==> config.mk <==
export PLATFORM = sky130hd
export DESIGN_NAME = cooldown_daily_cap_rate_limiter_core
export DESIGN_NICKNAME = d
export VERILOG_FILES = /design/src/rtl/cdcrl_pkg.sv /design/src/rtl/cdcrl_ram.sv /design/src/rtl/cdcrl_sub_unit.sv /design/src/rtl/cooldown_daily_cap_rate_limiter_core.sv
export SDC_FILE = /design/constraint.sdc
export NUM_CORES = 1
export LEC_CHECK = 0
export BUFFER_PORTS_ARGS = -buffer_cell sky130_fd_sc_hd__buf_4
export CORE_MARGIN = 4
export CORE_UTILIZATION = 62
export CTS_CLUSTER_DIAMETER = 30
export DETAILED_ROUTE_END_ITERATION = 8
export PLACE_DENSITY_LB_ADDON = 0.05
export SLEW_MARGIN = 20
export SYNTH_ARGS = -nofsm -noshare
export SYNTH_HDL_FRONTEND = slang
export SYNTH_HIERARCHICAL = 1
export SYNTH_SLANG_ARGS = --single-unit
==> constraint.sdc <==
create_clock -name aclk -period 7.4 [get_ports aclk]
set_clock_uncertainty 0.05 [all_clocks]
set_input_delay 1.48 -clock aclk [delete_from_list [all_inputs] [get_ports aclk]]
set_output_delay 1.48 -clock aclk [all_outputs]
set_load 0.03 [all_outputs]
==> src/rtl/cdcrl_pkg.sv <==
// Shared constants, codes and types of the cooldown / daily cap rate limiter.
package cdcrl_pkg;

    // Budget geometry
    localparam int RING_DEPTH = 8;
    localparam int NUM_CAUSES = 2;

    localparam int PTR_W   = (RING_DEPTH > 1) ? $clog2(RING_DEPTH) : 1;
    localparam int CNT_W   = $clog2(RING_DEPTH + 1);
    localparam int CAUSE_W = (NUM_CAUSES > 1) ? $clog2(NUM_CAUSES) : 1;
    localparam int RING_ENTRIES = NUM_CAUSES * RING_DEPTH;
    localparam int ADDR_W  = (RING_ENTRIES > 1) ? $clog2(RING_ENTRIES) : 1;

    // Field widths
    localparam int TIME_W   = 32;
    localparam int CAP_W    = 8;
    localparam int IDX_IN_W = 2;
    localparam int WCNT_W   = 4;
    localparam int REASON_W = 2;

    localparam logic [TIME_W-1:0] DAY_SECONDS = 32'd86400;

    // Configuration register indexes
    localparam int CFG_ADDR_W = 1;
    localparam logic [CFG_ADDR_W-1:0] REG_MIN_INTERVAL = 1'd0;
    localparam logic [CFG_ADDR_W-1:0] REG_EVENT_CAP    = 1'd1;

    localparam logic [TIME_W-1:0] MIN_INTERVAL_RESET = 32'd3600;
    localparam logic [CAP_W-1:0]  EVENT_CAP_RESET    = 8'd3;

    // Item kinds
    localparam logic MODE_QUERY  = 1'b0;
    localparam logic MODE_RECORD = 1'b1;

    // Block reasons
    localparam logic [REASON_W-1:0] REASON_NONE     = 2'd0;
    localparam logic [REASON_W-1:0] REASON_COOLDOWN = 2'd1;
    localparam logic [REASON_W-1:0] REASON_CAP      = 2'd2;

    // Result of the shared subtract / compare unit
    typedef struct packed {
        logic [TIME_W-1:0] diff;    // op_a - op_b, modulo 2^32
        logic              a_ge_b;  // op_a >= op_b
        logic              in_day;  // op_a >= op_b and op_a - op_b < one day
    } sub_res_t;

endpackage

==> src/rtl/cdcrl_ram.sv <==
// Generic single-write, single-read RAM with registered read data.
module cdcrl_ram #(
    parameter int WIDTH = 32,
    parameter int DEPTH = 16
) (
    input  logic                                       aclk,
    input  logic                                       wr_en,
    input  logic [((DEPTH > 1) ? $clog2(DEPTH) : 1)-1:0] wr_addr,
    input  logic [WIDTH-1:0]                           wr_data,
    input  logic [((DEPTH > 1) ? $clog2(DEPTH) : 1)-1:0] rd_addr,
    output logic [WIDTH-1:0]                           rd_data
);

    logic [WIDTH-1:0] mem [DEPTH];

    always_ff @(posedge aclk) begin
        if (wr_en) begin
            mem[wr_addr] <= wr_data;
        end
        rd_data <= mem[rd_addr];
    end

endmodule

==> src/rtl/cdcrl_sub_unit.sv <==
// Shared 32-bit subtract and compare unit, used by the elapsed-time, cooldown compare and scan steps of a query.
module cdcrl_sub_unit import cdcrl_pkg::*; (
    input  logic [TIME_W-1:0] op_a,
    input  logic [TIME_W-1:0] op_b,
    output sub_res_t          res
);

    logic [TIME_W:0] wide_diff;

    assign wide_diff  = {1'b0, op_a} - {1'b0, op_b};
    assign res.diff   = wide_diff[TIME_W-1:0];
    assign res.a_ge_b = ~wide_diff[TIME_W];
    assign res.in_day = ~wide_diff[TIME_W] && (wide_diff[TIME_W-1:0] < DAY_SECONDS);

endmodule

==> src/rtl/cooldown_daily_cap_rate_limiter_core.sv <==
// Top level of the per-cause cooldown and daily cap rate limiter.
//
// Each cause keeps a budget record: the time of its last event and a ring of its
// RING_DEPTH most recent event timestamps (held in one RAM, one region per cause),
// plus a write pointer and a fill count. A query beat (tuser mode = 0) with a
// synced clock is refused with reason 1 while the cooldown since the last event
// has not elapsed (a last time of zero means no event), else with reason 2 when
// the number of ring timestamps within the trailing 86400 seconds reaches the
// event cap; window_count reports that number, saturated at 15. Timestamps later
// than now are not counted and a later last time gives zero elapsed time. A
// query with an unsynced clock is always allowed; a query for a cause at or above
// NUM_CAUSES sees an empty record. A record beat (mode = 1) with a synced clock
// and a valid cause pushes now into the ring and sets the last time, and returns
// allowed = 1; otherwise it changes nothing and returns allowed = 0. Every input
// beat yields exactly one result beat. One beat is handled at a time: s_tready is
// high only while the sequencer is idle. A synced query runs the elapsed-time
// compare, then the cooldown compare, then a scan that reads each ring entry
// from the RAM and counts the ones inside the window, all through a single
// shared subtract/compare unit, and then loads the output register. For an
// empty record the scan issues no RAM reads. A record beat advances the record
// and an unsynced query goes straight to the finish step. The finish step
// waits while the output register is full, and the sequencer passes through
// idle between items. The result sits in an output register until taken; a new
// beat can be accepted while it waits. Configuration writes are taken at any
// cycle but are meant for idle periods.
module cooldown_daily_cap_rate_limiter_core import cdcrl_pkg::*; (
    input  logic                  aclk,
    input  logic                  aresetn,
    // Configuration write port
    input  logic                  cfg_wr_en,
    input  logic [CFG_ADDR_W-1:0] cfg_addr,
    input  logic [TIME_W-1:0]     cfg_wr_data,
    // Input beats
    input  logic                  s_tvalid,
    output logic                  s_tready,
    input  logic [31:0]           s_tdata,   // [31:0] now_seconds
    input  logic [3:0]            s_tuser,   // [0] mode, [2:1] cause_index, [3] clock_synced
    // Result beats
    output logic                  m_tvalid,
    input  logic                  m_tready,
    output logic [7:0]            m_tdata    // [0] allowed, [2:1] block_reason,
                                             // [6:3] window_count, [7] zero
);

    localparam logic [2:0] ST_IDLE   = 3'd0;
    localparam logic [2:0] ST_RECORD = 3'd1;
    localparam logic [2:0] ST_DIFF   = 3'd2;
    localparam logic [2:0] ST_COOL   = 3'd3;
    localparam logic [2:0] ST_SCAN   = 3'd4;
    localparam logic [2:0] ST_FINISH = 3'd5;

    // Sequencer and item registers
    logic [2:0]          state_reg, state_next;
    logic                mode_reg, mode_next;
    logic                synced_reg, synced_next;
    logic                valid_reg, valid_next;
    logic [CAUSE_W-1:0]  cause_reg, cause_next;
    logic [TIME_W-1:0]   now_reg, now_next;

    // Configuration
    logic [TIME_W-1:0]   min_int_reg, min_int_next;
    logic [CAP_W-1:0]    cap_reg, cap_next;

    // Per-cause budget records
    logic [TIME_W-1:0]   last_reg [NUM_CAUSES];
    logic [TIME_W-1:0]   last_next [NUM_CAUSES];
    logic [PTR_W-1:0]    ptr_reg [NUM_CAUSES];
    logic [PTR_W-1:0]    ptr_next [NUM_CAUSES];
    logic [CNT_W-1:0]    fill_reg [NUM_CAUSES];
    logic [CNT_W-1:0]    fill_next [NUM_CAUSES];

    // Query working registers
    logic [TIME_W-1:0]   elapsed_reg, elapsed_next;
    logic                cooling_reg, cooling_next;
    logic [CNT_W-1:0]    idx_reg, idx_next;
    logic                rd_vld_reg, rd_vld_next;
    logic [CNT_W-1:0]    count_reg, count_next;

    // Output register
    logic                m_tvalid_reg, m_tvalid_next;
    logic [7:0]          m_tdata_reg, m_tdata_next;

    // Shared unit and RAM
    logic [TIME_W-1:0]   op_a, op_b;
    sub_res_t            unit_res;
    logic                ram_wr_en;
    logic [ADDR_W-1:0]   ram_wr_addr, ram_rd_addr;
    logic [TIME_W-1:0]   ram_rd_data;

    // Selected record (empty for an invalid cause)
    logic [TIME_W-1:0]   last_sel;
    logic [CNT_W-1:0]    n_sel;
    logic [ADDR_W-1:0]   cause_base;

    // Result forming
    logic [CAP_W-1:0]    count_ext;
    logic [WCNT_W-1:0]   window_cnt;
    logic                res_allowed;
    logic [REASON_W-1:0] res_reason;
    logic [WCNT_W-1:0]   res_count;
    logic                s_accept;

    assign s_tready = (state_reg == ST_IDLE);
    assign s_accept = s_tvalid && s_tready;
    assign m_tvalid = m_tvalid_reg;
    assign m_tdata  = m_tdata_reg;

    assign last_sel   = valid_reg ? last_reg[cause_reg] : '0;
    assign n_sel      = valid_reg ? fill_reg[cause_reg] : '0;
    assign cause_base = ADDR_W'(32'(cause_reg) * RING_DEPTH);

    assign ram_wr_en   = (state_reg == ST_RECORD) && synced_reg && valid_reg;
    assign ram_wr_addr = cause_base + ADDR_W'(ptr_reg[cause_reg]);
    assign ram_rd_addr = cause_base + ADDR_W'(idx_reg[PTR_W-1:0]);

    // Operand select for the shared unit
    always_comb begin
        unique case (state_reg)
            ST_DIFF: begin
                op_a = now_reg;
                op_b = last_sel;
            end
            ST_COOL: begin
                op_a = elapsed_reg;
                op_b = min_int_reg;
            end
            default: begin
                op_a = now_reg;
                op_b = ram_rd_data;
            end
        endcase
    end

    cdcrl_sub_unit u_sub (
        .op_a (op_a),
        .op_b (op_b),
        .res  (unit_res)
    );

    cdcrl_ram #(
        .WIDTH (TIME_W),
        .DEPTH (RING_ENTRIES)
    ) u_ring (
        .aclk    (aclk),
        .wr_en   (ram_wr_en),
        .wr_addr (ram_wr_addr),
        .wr_data (now_reg),
        .rd_addr (ram_rd_addr),
        .rd_data (ram_rd_data)
    );

    // Verdict from the finished query; record and unsynced items short-cut it
    assign count_ext  = CAP_W'(count_reg);
    assign window_cnt = (count_ext > CAP_W'(15)) ? WCNT_W'(15) : count_ext[WCNT_W-1:0];

    always_comb begin
        res_allowed = 1'b1;
        res_reason  = REASON_NONE;
        res_count   = '0;
        if (mode_reg == MODE_RECORD) begin
            res_allowed = synced_reg && valid_reg;
        end else if (synced_reg) begin
            res_count = window_cnt;
            if (cooling_reg) begin
                res_allowed = 1'b0;
                res_reason  = REASON_COOLDOWN;
            end else if (count_ext >= cap_reg) begin
                res_allowed = 1'b0;
                res_reason  = REASON_CAP;
            end
        end
    end

    always_comb begin
        state_next    = state_reg;
        mode_next     = mode_reg;
        synced_next   = synced_reg;
        valid_next    = valid_reg;
        cause_next    = cause_reg;
        now_next      = now_reg;
        min_int_next  = min_int_reg;
        cap_next      = cap_reg;
        last_next     = last_reg;
        ptr_next      = ptr_reg;
        fill_next     = fill_reg;
        elapsed_next  = elapsed_reg;
        cooling_next  = cooling_reg;
        idx_next      = idx_reg;
        rd_vld_next   = rd_vld_reg;
        count_next    = count_reg;
        m_tvalid_next = m_tvalid_reg && !m_tready;
        m_tdata_next  = m_tdata_reg;

        if (cfg_wr_en) begin
            unique case (cfg_addr)
                REG_MIN_INTERVAL: min_int_next = cfg_wr_data;
                REG_EVENT_CAP:    cap_next     = cfg_wr_data[CAP_W-1:0];
                default: ;
            endcase
        end

        unique case (state_reg)
            ST_IDLE: begin
                if (s_accept) begin
                    mode_next   = s_tuser[0];
                    synced_next = s_tuser[3];
                    valid_next  = (32'(s_tuser[2:1]) < NUM_CAUSES);
                    cause_next  = CAUSE_W'(s_tuser[2:1]);
                    now_next    = s_tdata;
                    idx_next    = '0;
                    rd_vld_next = 1'b0;
                    count_next  = '0;
                    if (s_tuser[0] == MODE_RECORD) begin
                        state_next = ST_RECORD;
                    end else if (s_tuser[3]) begin
                        state_next = ST_DIFF;
                    end else begin
                        state_next = ST_FINISH;
                    end
                end
            end
            ST_RECORD: begin
                // Ring slot is written by the RAM port; advance the record here
                if (synced_reg && valid_reg) begin
                    last_next[cause_reg] = now_reg;
                    ptr_next[cause_reg]  = (ptr_reg[cause_reg] == PTR_W'(RING_DEPTH - 1)) ?
                                           '0 : ptr_reg[cause_reg] + 1'b1;
                    if (fill_reg[cause_reg] != CNT_W'(RING_DEPTH)) begin
                        fill_next[cause_reg] = fill_reg[cause_reg] + 1'b1;
                    end
                end
                state_next = ST_FINISH;
            end
            ST_DIFF: begin
                // Elapsed time since last event, clamped at zero
                elapsed_next = unit_res.a_ge_b ? unit_res.diff : '0;
                state_next   = ST_COOL;
            end
            ST_COOL: begin
                cooling_next = (last_sel != '0) && !unit_res.a_ge_b;
                state_next   = ST_SCAN;
            end
            ST_SCAN: begin
                // Count the entry read last cycle, issue the next read
                if (rd_vld_reg && unit_res.in_day) begin
                    count_next = count_reg + 1'b1;
                end
                if (idx_reg < n_sel) begin
                    idx_next    = idx_reg + 1'b1;
                    rd_vld_next = 1'b1;
                end else begin
                    rd_vld_next = 1'b0;
                    if (!rd_vld_reg) begin
                        state_next = ST_FINISH;
                    end
                end
            end
            ST_FINISH: begin
                if (!m_tvalid_reg || m_tready) begin
                    m_tvalid_next = 1'b1;
                    m_tdata_next  = {1'b0, res_count, res_reason, res_allowed};
                    state_next    = ST_IDLE;
                end
            end
            default: begin
                state_next = ST_IDLE;
            end
        endcase
    end

    always_ff @(posedge aclk) begin
        if (!aresetn) begin
            state_reg    <= ST_IDLE;
            min_int_reg  <= MIN_INTERVAL_RESET;
            cap_reg      <= EVENT_CAP_RESET;
            m_tvalid_reg <= 1'b0;
            rd_vld_reg   <= 1'b0;
            for (int c = 0; c < NUM_CAUSES; c++) begin
                last_reg[c] <= '0;
                ptr_reg[c]  <= '0;
                fill_reg[c] <= '0;
            end
        end else begin
            state_reg    <= state_next;
            min_int_reg  <= min_int_next;
            cap_reg      <= cap_next;
            m_tvalid_reg <= m_tvalid_next;
            rd_vld_reg   <= rd_vld_next;
            last_reg     <= last_next;
            ptr_reg      <= ptr_next;
            fill_reg     <= fill_next;
        end
    end

    // Payload registers
    always_ff @(posedge aclk) begin
        mode_reg    <= mode_next;
        synced_reg  <= synced_next;
        valid_reg   <= valid_next;
        cause_reg   <= cause_next;
        now_reg     <= now_next;
        elapsed_reg <= elapsed_next;
        cooling_reg <= cooling_next;
        idx_reg     <= idx_next;
        count_reg   <= count_next;
        m_tdata_reg <= m_tdata_next;
    end

endmodule

==> results of run 1 <==
==> cell families (layout without fill, tap and decap cells) <==
kind of cell / Yosys count / count (layout) / synth area share, %
DFF: 751 / 751 / 67.1
and+or+nand+nor: 528 / 528 / 7.68
AOI/OAI and AO/OA: 364 / 364 / 8.21
buffers and inverters: 169 / 436 / 2.32
muxes: 199 / 199 / 11.8
xor gates and xnor gates: 36 / 36 / 1.01
other: 1 / 1 / 0.0120
adders and majority gates: 46 / 46 / 1.86
==> layout make-up <==
cell class	count	area share, %
clock buffer	182	10.3
inverter	53	0.532
multi-input combinational	1174	26.0
sequential	751	56.2
timing repair buffer	135	2.86
tap	672	2.25
clock inverter	66	1.94
==> worst max-delay path, stage by stage (launching register included) <==
cell       delay, ns
edfxtp_1        0.75
mux2_2          0.41
a22oi_1         0.14
o21ai_0         0.11
ha_1            0.25
fa_1            0.41
nand2b_1        0.18
a21oi_1         0.25
o211ai_1        0.27
o31ai_1         0.42
a21oi_1         0.15
xnor2_1         0.15
a2111o_1        0.44
nor4_1          0.17
or4b_1          0.47
a2111oi_2       0.77
nand2_1         0.10
o21ai_0         0.50
==> metal layers <==
metal,part of all wire (%),track usage (%)
met1,41,41.7
met4,2.7,10.5
met2,50,49.7
met3,7.1,5.79
met5,0,0
==> per-stage QoR <==
step	total power [mW]	std cells
2_1_floorplan	7.08	2094
3_3_place_gp	7.91	2783
3_5_place_dp	7.94	2784
4_1_cts	14.1	3032
5_1_grt	14.5	3033
6_report	14.0	3033
==> synthesized netlist by cell type, drive strengths merged (41+ instances only) <==
cell type  instances  area (um^2)
mux4             128         2880
mux2              70          788
a22oi             96          721
clkbuf            59          221
o21ai             59          295
inv               53          199
edfxtp           596        17900
dfxtp            155         3100
nand2            315         1180
nor2              51          196
buf               57          304
ha                45          563
a21boi           109          830
and2              41          257
==> path summary, 6_finish.rpt <==
check            endpoint  slack (ns)
max          count_reg[3]        1.04
min            cap_reg[4]        0.41
max reg2reg  count_reg[3]        1.04
min reg2reg    cap_reg[4]        0.41
==> cells in the final DEF (no fill, tap or decap), types with 45 or more instances in the layout <==
cell type	n
o21ai_0	57
inv_1	51
mux4_2	128
a21boi_0	97
edfxtp_1	596
mux2_2	70
ha_1	45
a22oi_1	96
dfxtp_1	155
nand2_1	314
buf_4	131
clkbuf_16	145
==> power groups by stage <==
| stage | clock (mW) | sequential [mW] | combinational (mW) |
|---|---|---|---|
| floorplan | 0 | 5.11 | 1.97 |
| global placement | 0 | 5.24 | 2.67 |
| detailed placement | 0 | 5.25 | 2.70 |
| CTS | 6.16 | 5.17 | 2.74 |
| global route | 6.38 | 5.18 | 2.98 |
| finish | 6.09 | 5.17 | 2.76 |
==> flow_metrics.tcl, run 1 <==
set metrics [dict create \
    p_per_area_nw_per_um2 375 \
    area_growth_pct 19.5 \
    cts_setup_buffers 0 \
    num-fill-cells 3020 \
    holdCritStartpoint "cap_reg[4]" \
    nNetsFinal 2371 \
    crit_start "cause_reg" \
    design_area_um2 37400 \
    synth_fp_nets 2214 \
    ios 84 \
    wire_per_inst_um 26.6 \
    cp.arrival_ns 6.63 \
    maxCapViolations 0 \
    viasPerCell 6.23 \
    reg2reg_depth 17 \
    grt_pass1_vias 19100 \
    yosys_warnings 6 \
    ant_nets 0 \
    finalMaxSlewViolations 0 \
    ys.flop_type "edfxtp_1" \
    syn_area_per_cell_um2 14.9 \
    hold_class "register to register" \
    path_clk_slew_ns 0.04 \
    num_vias 18900 \
    cts_tree "yes" \
    coreArea_um2 50000 \
    rows 82 \
    async_reset_ff_share_pct 0 \
    multiInputGateArea_um2 9710 \
    overflow 0 \
    crit_path_end_kind "register" \
    period_needed_ns 6.36 \
    cts-root-buf "clkbuf_16" \
    p_seq_share_pct 36.9 \
    diodes 0 \
    finalHoldViolCount 0 \
    placed_area_um2 32800 \
    fin_crit_sh_pct 85.9 \
    firstDrtPassIters 5 \
    syn-instance-count 2094 \
    largest_reg_flops 512 \
    grt_max_degree 125 \
    drc 0 \
    pwr-share-comb_pct 19.7 \
    port_buffers 82 \
    synth-seq-cells 751 \
    dieArea_um2 54100 \
    final_core_util_pct 74.8 \
    synth_edf_count 596 \
    gp_congestion 0.885 \
    yosysSeqAreaShare_pct 67.1 \
    ir_drop_v 0.000321 \
    dp_hpwl_um 44900 \
    netSwitchingPower_mw 3.94 \
    cts.htree.levels 4 \
    p_clk_share_pct 43.5 \
    intPower_mw 10.1 \
    ys_types 75 \
    whs_ns 0.415 \
    cp-start-kind "register" \
    hold_buffers 0 \
    setup_ws_ns 1.04 \
    p_sw_share_pct 28.1 \
    cts_max_path_buffers 3 \
    antenna_found_initial 0 \
    regArea_um2 21000 \
    status "finished, final reports clean" \
    leakage_nw 13.1 \
    critPathKind "register to register" \
    clock-sinks 751 \
    fmax_mhz 157 \
    fp.dieW_um 233 \
    setup_tns_ns 0 \
    drt_wl_total_um 80500 \
    drt_iter0_markers 1629 \
    preCtsSetupSlack_ns 1.14 \
    min_path_cells 2 \
    reg2reg_from "cause_reg" \
    cts_resized 0 \
    worst-slew-pin-transition_ns 1.06 \
    rsz0062_at_grt "false" \
    grt_pass1_wl_um 120000 \
    relSlewSlack_pct 29.5 \
    syn_area_um2 31300 \
    start_util_pct 62.6 \
    grtUsageTotal_pct 30.4 \
    die_h_um 233 \
    clock_latency_ns 0.70 \
    cts_buffers 136 \
    cp.required_ns 7.67 \
    worstPathMaxFanout 14 \
    setup_viol 0 \
    layout-drive-gt1-share_pct 24.8 \
]
Note: power is estimated with default switching activity, not from simulation.
==> run 2, diff against run 1 <==
==> constraint.sdc (replaced) <==
create_clock -name aclk -period 6.5 [get_ports aclk]
set_clock_uncertainty 0.05 [all_clocks]
set_input_delay 1.3 -clock aclk [delete_from_list [all_inputs] [get_ports aclk]]
set_output_delay 1.3 -clock aclk [all_outputs]
set_load 0.03 [all_outputs]
==> flow_metrics.tcl, run 2 (synthesis results as in run 1) <==
set metrics [dict create \
    status "finished, final reports clean" \
    design_area_um2 37500 \
    die_h_um 233 \
    cp.required_ns 6.77 \
    cts_tree "yes" \
    dp_hpwl_um 46000 \
    layout_commonest_cell "edfxtp_1" \
    start_util_pct 62.6 \
    p_per_area_nw_per_um2 430 \
    cts.htree.levels 4 \
    fmax_mhz 165 \
    cpLargestDelayFamily "compound AO/OA/AOI/OAI gates" \
    cp-start-kind "register" \
    setup_viol 0 \
    ir_drop_v 0.000355 \
    largest_reg_flops 512 \
    pwr-share-comb_pct 19.5 \
    slowest_delay_ns 0.59 \
    firstDrtPassIters 5 \
    p_sw_share_pct 28.2 \
    dieArea_um2 54100 \
    viasPerCell 6.33 \
    grt_max_degree 132 \
    critical_path.cell_chain "nand2b_2 > o21ai_0 > ha_1 > fa_1 > nand2b_1 > a21oi_1 > o211ai_1 > o31ai_1 > a21oi_1 > xnor2_1 > a2111o_1 > nor4_1 > or4b_1 > a2111oi_2 > buf_4 > nand2_1 > o21ai_0" \
    layout-drive-gt1-share_pct 25.2 \
    leakage_nw 13.1 \
    cts_max_path_buffers 3 \
    area_growth_pct 19.9 \
    num-fill-cells 2966 \
    path_clk_slew_ns 0.05 \
    antenna_found_initial 1 \
    cts-root-buf "clkbuf_16" \
    critPathKind "register to register" \
    diodes 0 \
    rsz0062_at_grt "false" \
    worstPathMaxFanout 28 \
    clock-sinks 751 \
    ant_nets 0 \
    clock_latency_ns 0.71 \
    placed_area_um2 32800 \
    grt_pass1_vias 19400 \
    drt_iter0_markers 1929 \
    ios 84 \
    intPower_mw 11.6 \
    finalHoldViolCount 0 \
    overflow 0 \
    drc 0 \
    wire_per_inst_um 27.2 \
    setup_tns_ns 0 \
    mostFrequentLayoutCells "596 x edfxtp_1, 314 x nand2_1, 155 x dfxtp_1" \
    netSwitchingPower_mw 4.54 \
    period_needed_ns 6.08 \
    cts_setup_buffers 0 \
    cts_resized 0 \
    p_clk_share_pct 44.1 \
    fp.dieW_um 233 \
    hold_class "register to register" \
    worst-slew-pin-transition_ns 1.21 \
    drt_wl_total_um 82400 \
    whs_ns 0.413 \
    gp_congestion 0.927 \
    cpMaxStageDelayCell "nand2b_2" \
    cp.arrival_ns 6.35 \
    num_vias 19200 \
    hold_buffers 0 \
    path_buf_inv 1 \
    cts_buffers 135 \
    grtUsageTotal_pct 31.1 \
    relSlewSlack_pct 19.0 \
    port_buffers 82 \
    p_seq_share_pct 36.4 \
    fin_crit_sh_pct 93.5 \
    crit_path_end_kind "register" \
    finalMaxSlewViolations 0 \
    rows 82 \
    coreArea_um2 50000 \
    maxCapViolations 0 \
    nNetsFinal 2371 \
    grt_pass1_wl_um 123000 \
]
==> run 2: cell count changes in the layout (fill, tap and decap cells not counted) <==
cell / delta
buf_12: -1
inv_6: -4
clkbuf_1: -9
clkinv_4: +6
buf_4: +2
bufinv_16: +3
clkbuf_8: +1
clkinv_8: -1
inv_4: -3
clkinvlp_4: +7
==> run 2: through the flow <==
stage / util, % / setup slack (ns) / instances / power (mW)
finish: 75.0 / 0.423 / 3034 / 16.1
global route: 75.0 / 0.0930 / 3034 / 16.7
CTS: 75.0 / 0.523 / 3033 / 16.2
detailed placement: 65.6 / 0.561 / 2785 / 9.04
global placement: 65.6 / 0.757 / 2785 / 9.02
floorplan: - / 1.23 / 2094 / 8.06
==> run 2: power groups by stage <==
| stage | clock network (mW) | logic, mW | registers (mW) |
|---|---|---|---|
| floorplan | 0 | 2.25 | 5.82 |
| finish | 7.11 | 3.15 | 5.88 |
| detailed placement | 0 | 3.08 | 5.96 |
| global placement | 0 | 3.06 | 5.96 |
| global route | 7.44 | 3.40 | 5.89 |
| CTS | 7.18 | 3.12 | 5.88 |
==> run 2: cell type report <==
cell class / instances / area [um^2] / area share (%)
inverters: 53 / 199 / 0.531
multi-input cells: 1174 / 9710 / 25.9
clock inverters: 74 / 851 / 2.27
well taps: 672 / 841 / 2.24
clock buffers: 174 / 3830 / 10.2
repair buffers: 136 / 1070 / 2.84
flip-flops and latches: 751 / 21000 / 56.0
==> run 2: metal layers <==
metal	global-route usage (%)	part of all wire, %	wire, um	vias up
met3	6.90	8.2	6760	199
met2	49.7	49	40400	920
met5	0	0	0	-
li1	-	-	-	8336
met1	42.6	39	32400	9738
met4	11.5	3.6	2940	0
==> run 2: final timing paths <==
| path | from | endpoint | slack [ns] | depth (start not counted) |
|---|---|---|---|---|
| worst min register to register | cap_reg[4] | cap_reg[4] | 0.41 | 2 |
| worst max register to register | state_reg[2] | count_reg[1] | 0.42 | 17 |
| worst max-delay path | state_reg[2] | count_reg[1] | 0.42 | 17 |
| worst min-delay path | cap_reg[4] | cap_reg[4] | 0.41 | 2 |
==> run 2: worst register-to-register path, delay by kind of cell, from the launching register on <==
kind | cells | cell delay, ns
compound gates | 8 | 2.59
simple gates | 5 | 1.50
fa+ha+maj | 2 | 0.67
flops | 1 | 0.54
buf+inv | 1 | 0.22
xor+xnor | 1 | 0.17
==> run 3, diff against run 2 <==
--- a/config.mk
+++ b/config.mk
@@ -7,10 +7,11 @@
 export LEC_CHECK = 0
 export BUFFER_PORTS_ARGS = -buffer_cell sky130_fd_sc_hd__buf_4
 export CORE_MARGIN = 4
-export CORE_UTILIZATION = 62
+export CORE_UTILIZATION = 56
 export CTS_CLUSTER_DIAMETER = 30
 export DETAILED_ROUTE_END_ITERATION = 8
 export PLACE_DENSITY_LB_ADDON = 0.05
+export REMOVE_ABC_BUFFERS = 1
 export SLEW_MARGIN = 20
 export SYNTH_ARGS = -nofsm -noshare
 export SYNTH_HDL_FRONTEND = slang
==> constraint.sdc (replaced) <==
create_clock -name aclk -period 5.4 [get_ports aclk]
set_clock_uncertainty 0.05 [all_clocks]
set_input_delay 1.08 -clock aclk [delete_from_list [all_inputs] [get_ports aclk]]
set_output_delay 1.08 -clock aclk [all_outputs]
set_load 0.03 [all_outputs]
==> flow_metrics.tcl, run 3 (synthesis results as in run 1) <==
set metrics [dict create \
    final_cells 3149 \
    port_buffers 82 \
    layout_commonest_cell "edfxtp_1" \
    setup_tns_ns 0 \
    fmax_mhz 197 \
    layout-drive-gt1-share_pct 26.1 \
    dp_hpwl_um 50400 \
    setup_viol 0 \
    fin_crit_sh_pct 94.2 \
    cts_tree "yes" \
    ios 84 \
    dpl.cell_count 2886 \
    status "finished, final reports clean" \
    period_needed_ns 5.09 \
    wire_per_inst_um 26.3 \
    antenna_found_initial 1 \
    viasPerCell 6.07 \
    clock-sinks 751 \
    area_growth_pct 21.0 \
    drc 0 \
    cts.htree.levels 4 \
    leakage_nw 13.2 \
    holdPathEnd "ptr_reg[2]" \
    p_per_area_nw_per_um2 510 \
    whs_ns 0.414 \
    diodes 0 \
    final_core_util_pct 68.6 \
    rrSetupSlack_ns 0.31 \
    crit_path_end_kind "register" \
    grt_pass1_wl_um 124000 \
    rsz0062_at_grt "false" \
    relSlewSlack_pct 21.9 \
    r2r_end "count_reg[0]" \
    drt_wl_total_um 82900 \
    finalHoldViolCount 0 \
    cp.required_ns 5.75 \
    reg2reg_from "cause_reg" \
    worst-slew-pin-transition_ns 1.17 \
    maxCapViolations 0 \
    gp_congestion 0.945 \
    cp.arrival_ns 5.44 \
    cts-root-buf "clkbuf_16" \
    p_total_mw 19.3 \
    path_clk_slew_ns 0.04 \
    holdCritStartpoint "ptr_reg[2]" \
    num_vias 19100 \
    grt_max_degree 132 \
    die_h_um 244 \
    nNetsFinal 2404 \
    worstPathMaxFanout 5 \
    cp-start-kind "register" \
    mostFrequentLayoutCells "596 x edfxtp_1, 315 x nand2_1, 154 x dfxtp_1" \
    dieArea_um2 59700 \
    start_util_pct 56.7 \
    hold_buffers 0 \
    drt_iter0_markers 1691 \
    hold_class "register to register" \
    ir_drop_v 0.000396 \
    grt_pass1_vias 19400 \
    grtUsageTotal_pct 28.2 \
    coreArea_um2 55200 \
    cts_max_path_buffers 3 \
    clock_latency_ns 0.71 \
    reg2reg_depth 18 \
    overflow 0 \
    fp.dieW_um 244 \
    min_path_cells 2 \
    cts_buffers 141 \
    rows 86 \
    finalMaxSlewViolations 0 \
    critPathKind "register to register" \
    largest_reg_flops 512 \
    ant_nets 0 \
    firstDrtPassIters 6 \
]
[run 3: cell types whose count changed in the layout (fill, tap and decap cells not counted), moves of 3 or more]
cell | before | now
inv_6 | 8 | 11
clkinv_4 | 13 | 6
clkinv_1 | 10 | 15
buf_12 | 2 | 8
bufinv_16 | 14 | 11
clkbuf_1 | 20 | 26
buf_4 | 133 | 152
clkinv_2 | 14 | 21
[run 3: per-stage QoR]
step,instance area (um^2),setup slack (ns)
after global routing,37900,0.00275
final,37900,0.311
after detailed placement,33100,0.192
after global placement,33100,0.229
after CTS,37800,0.173
after floorplan,30800,-0.934
[run 3: timing repair]
item	CTS	global route
buffers inserted	0	2
endpoints found under the setup margin	0	4
gates resized for setup	0	11
hold endpoints to repair	0	0
[run 3: final cells by class]
class	instances	area, um^2
repair buffers	163	1350
well taps	748	936
clock buffers	177	3770
flip-flops and latches	751	21000
inverters	53	199
fillers	3811	17300
multi-input cells	1174	9720
clock inverters	83	875
[run 3: critical path: stages (launching register included)]
cell       delay (ns)
edfxtp_1         0.50
mux2_2           0.38
a22oi_1          0.15
o21ai_0          0.10
ha_1             0.22
fa_1             0.40
nand2b_1         0.19
a21oi_2          0.21
o211ai_1         0.21
o31ai_2          0.29
a21oi_1          0.14
xnor2_1          0.16
a2111o_1         0.40
nor4_1           0.16
or4b_1           0.48
a2111oi_2        0.36
nand2_1          0.09
o21ai_0          0.14
buf_4            0.16
[run 3: report_power, final]
part / leakage, nW / switching (mW) / internal (mW)
sequential: 6.66 / 0.251 / 6.73
clock: 2.25 / 2.92 / 5.50
combinational: 4.34 / 2.30 / 1.61
total: 13.2 / 5.47 / 13.8
[run 3: worst max-delay path by stage]
stage | depth (start not counted) | end | startpoint | slack (ns)
final | 18 | count_reg[0] | cause_reg | 0.31
after CTS | 18 | count_reg[0] | cause_reg | 0.17
after global placement | 18 | count_reg[2] | cause_reg | 0.23
after global routing | 18 | count_reg[2] | cause_reg | 0.003
after floorplan | 17 | count_reg[0] | state_reg[0] | -0.93
after detailed placement | 18 | count_reg[1] | cause_reg | 0.19
[run 3: metal layers]
layer | global-route usage (%) | wire length (um) | up-vias
li1 | - | - | 8431
met1 | 38.1 | 34100 | 9802
met4 | 9.97 | 2330 | 0
met5 | 0 | 0 | -
met2 | 47.1 | 41400 | 723
met3 | 4.54 | 5110 | 143
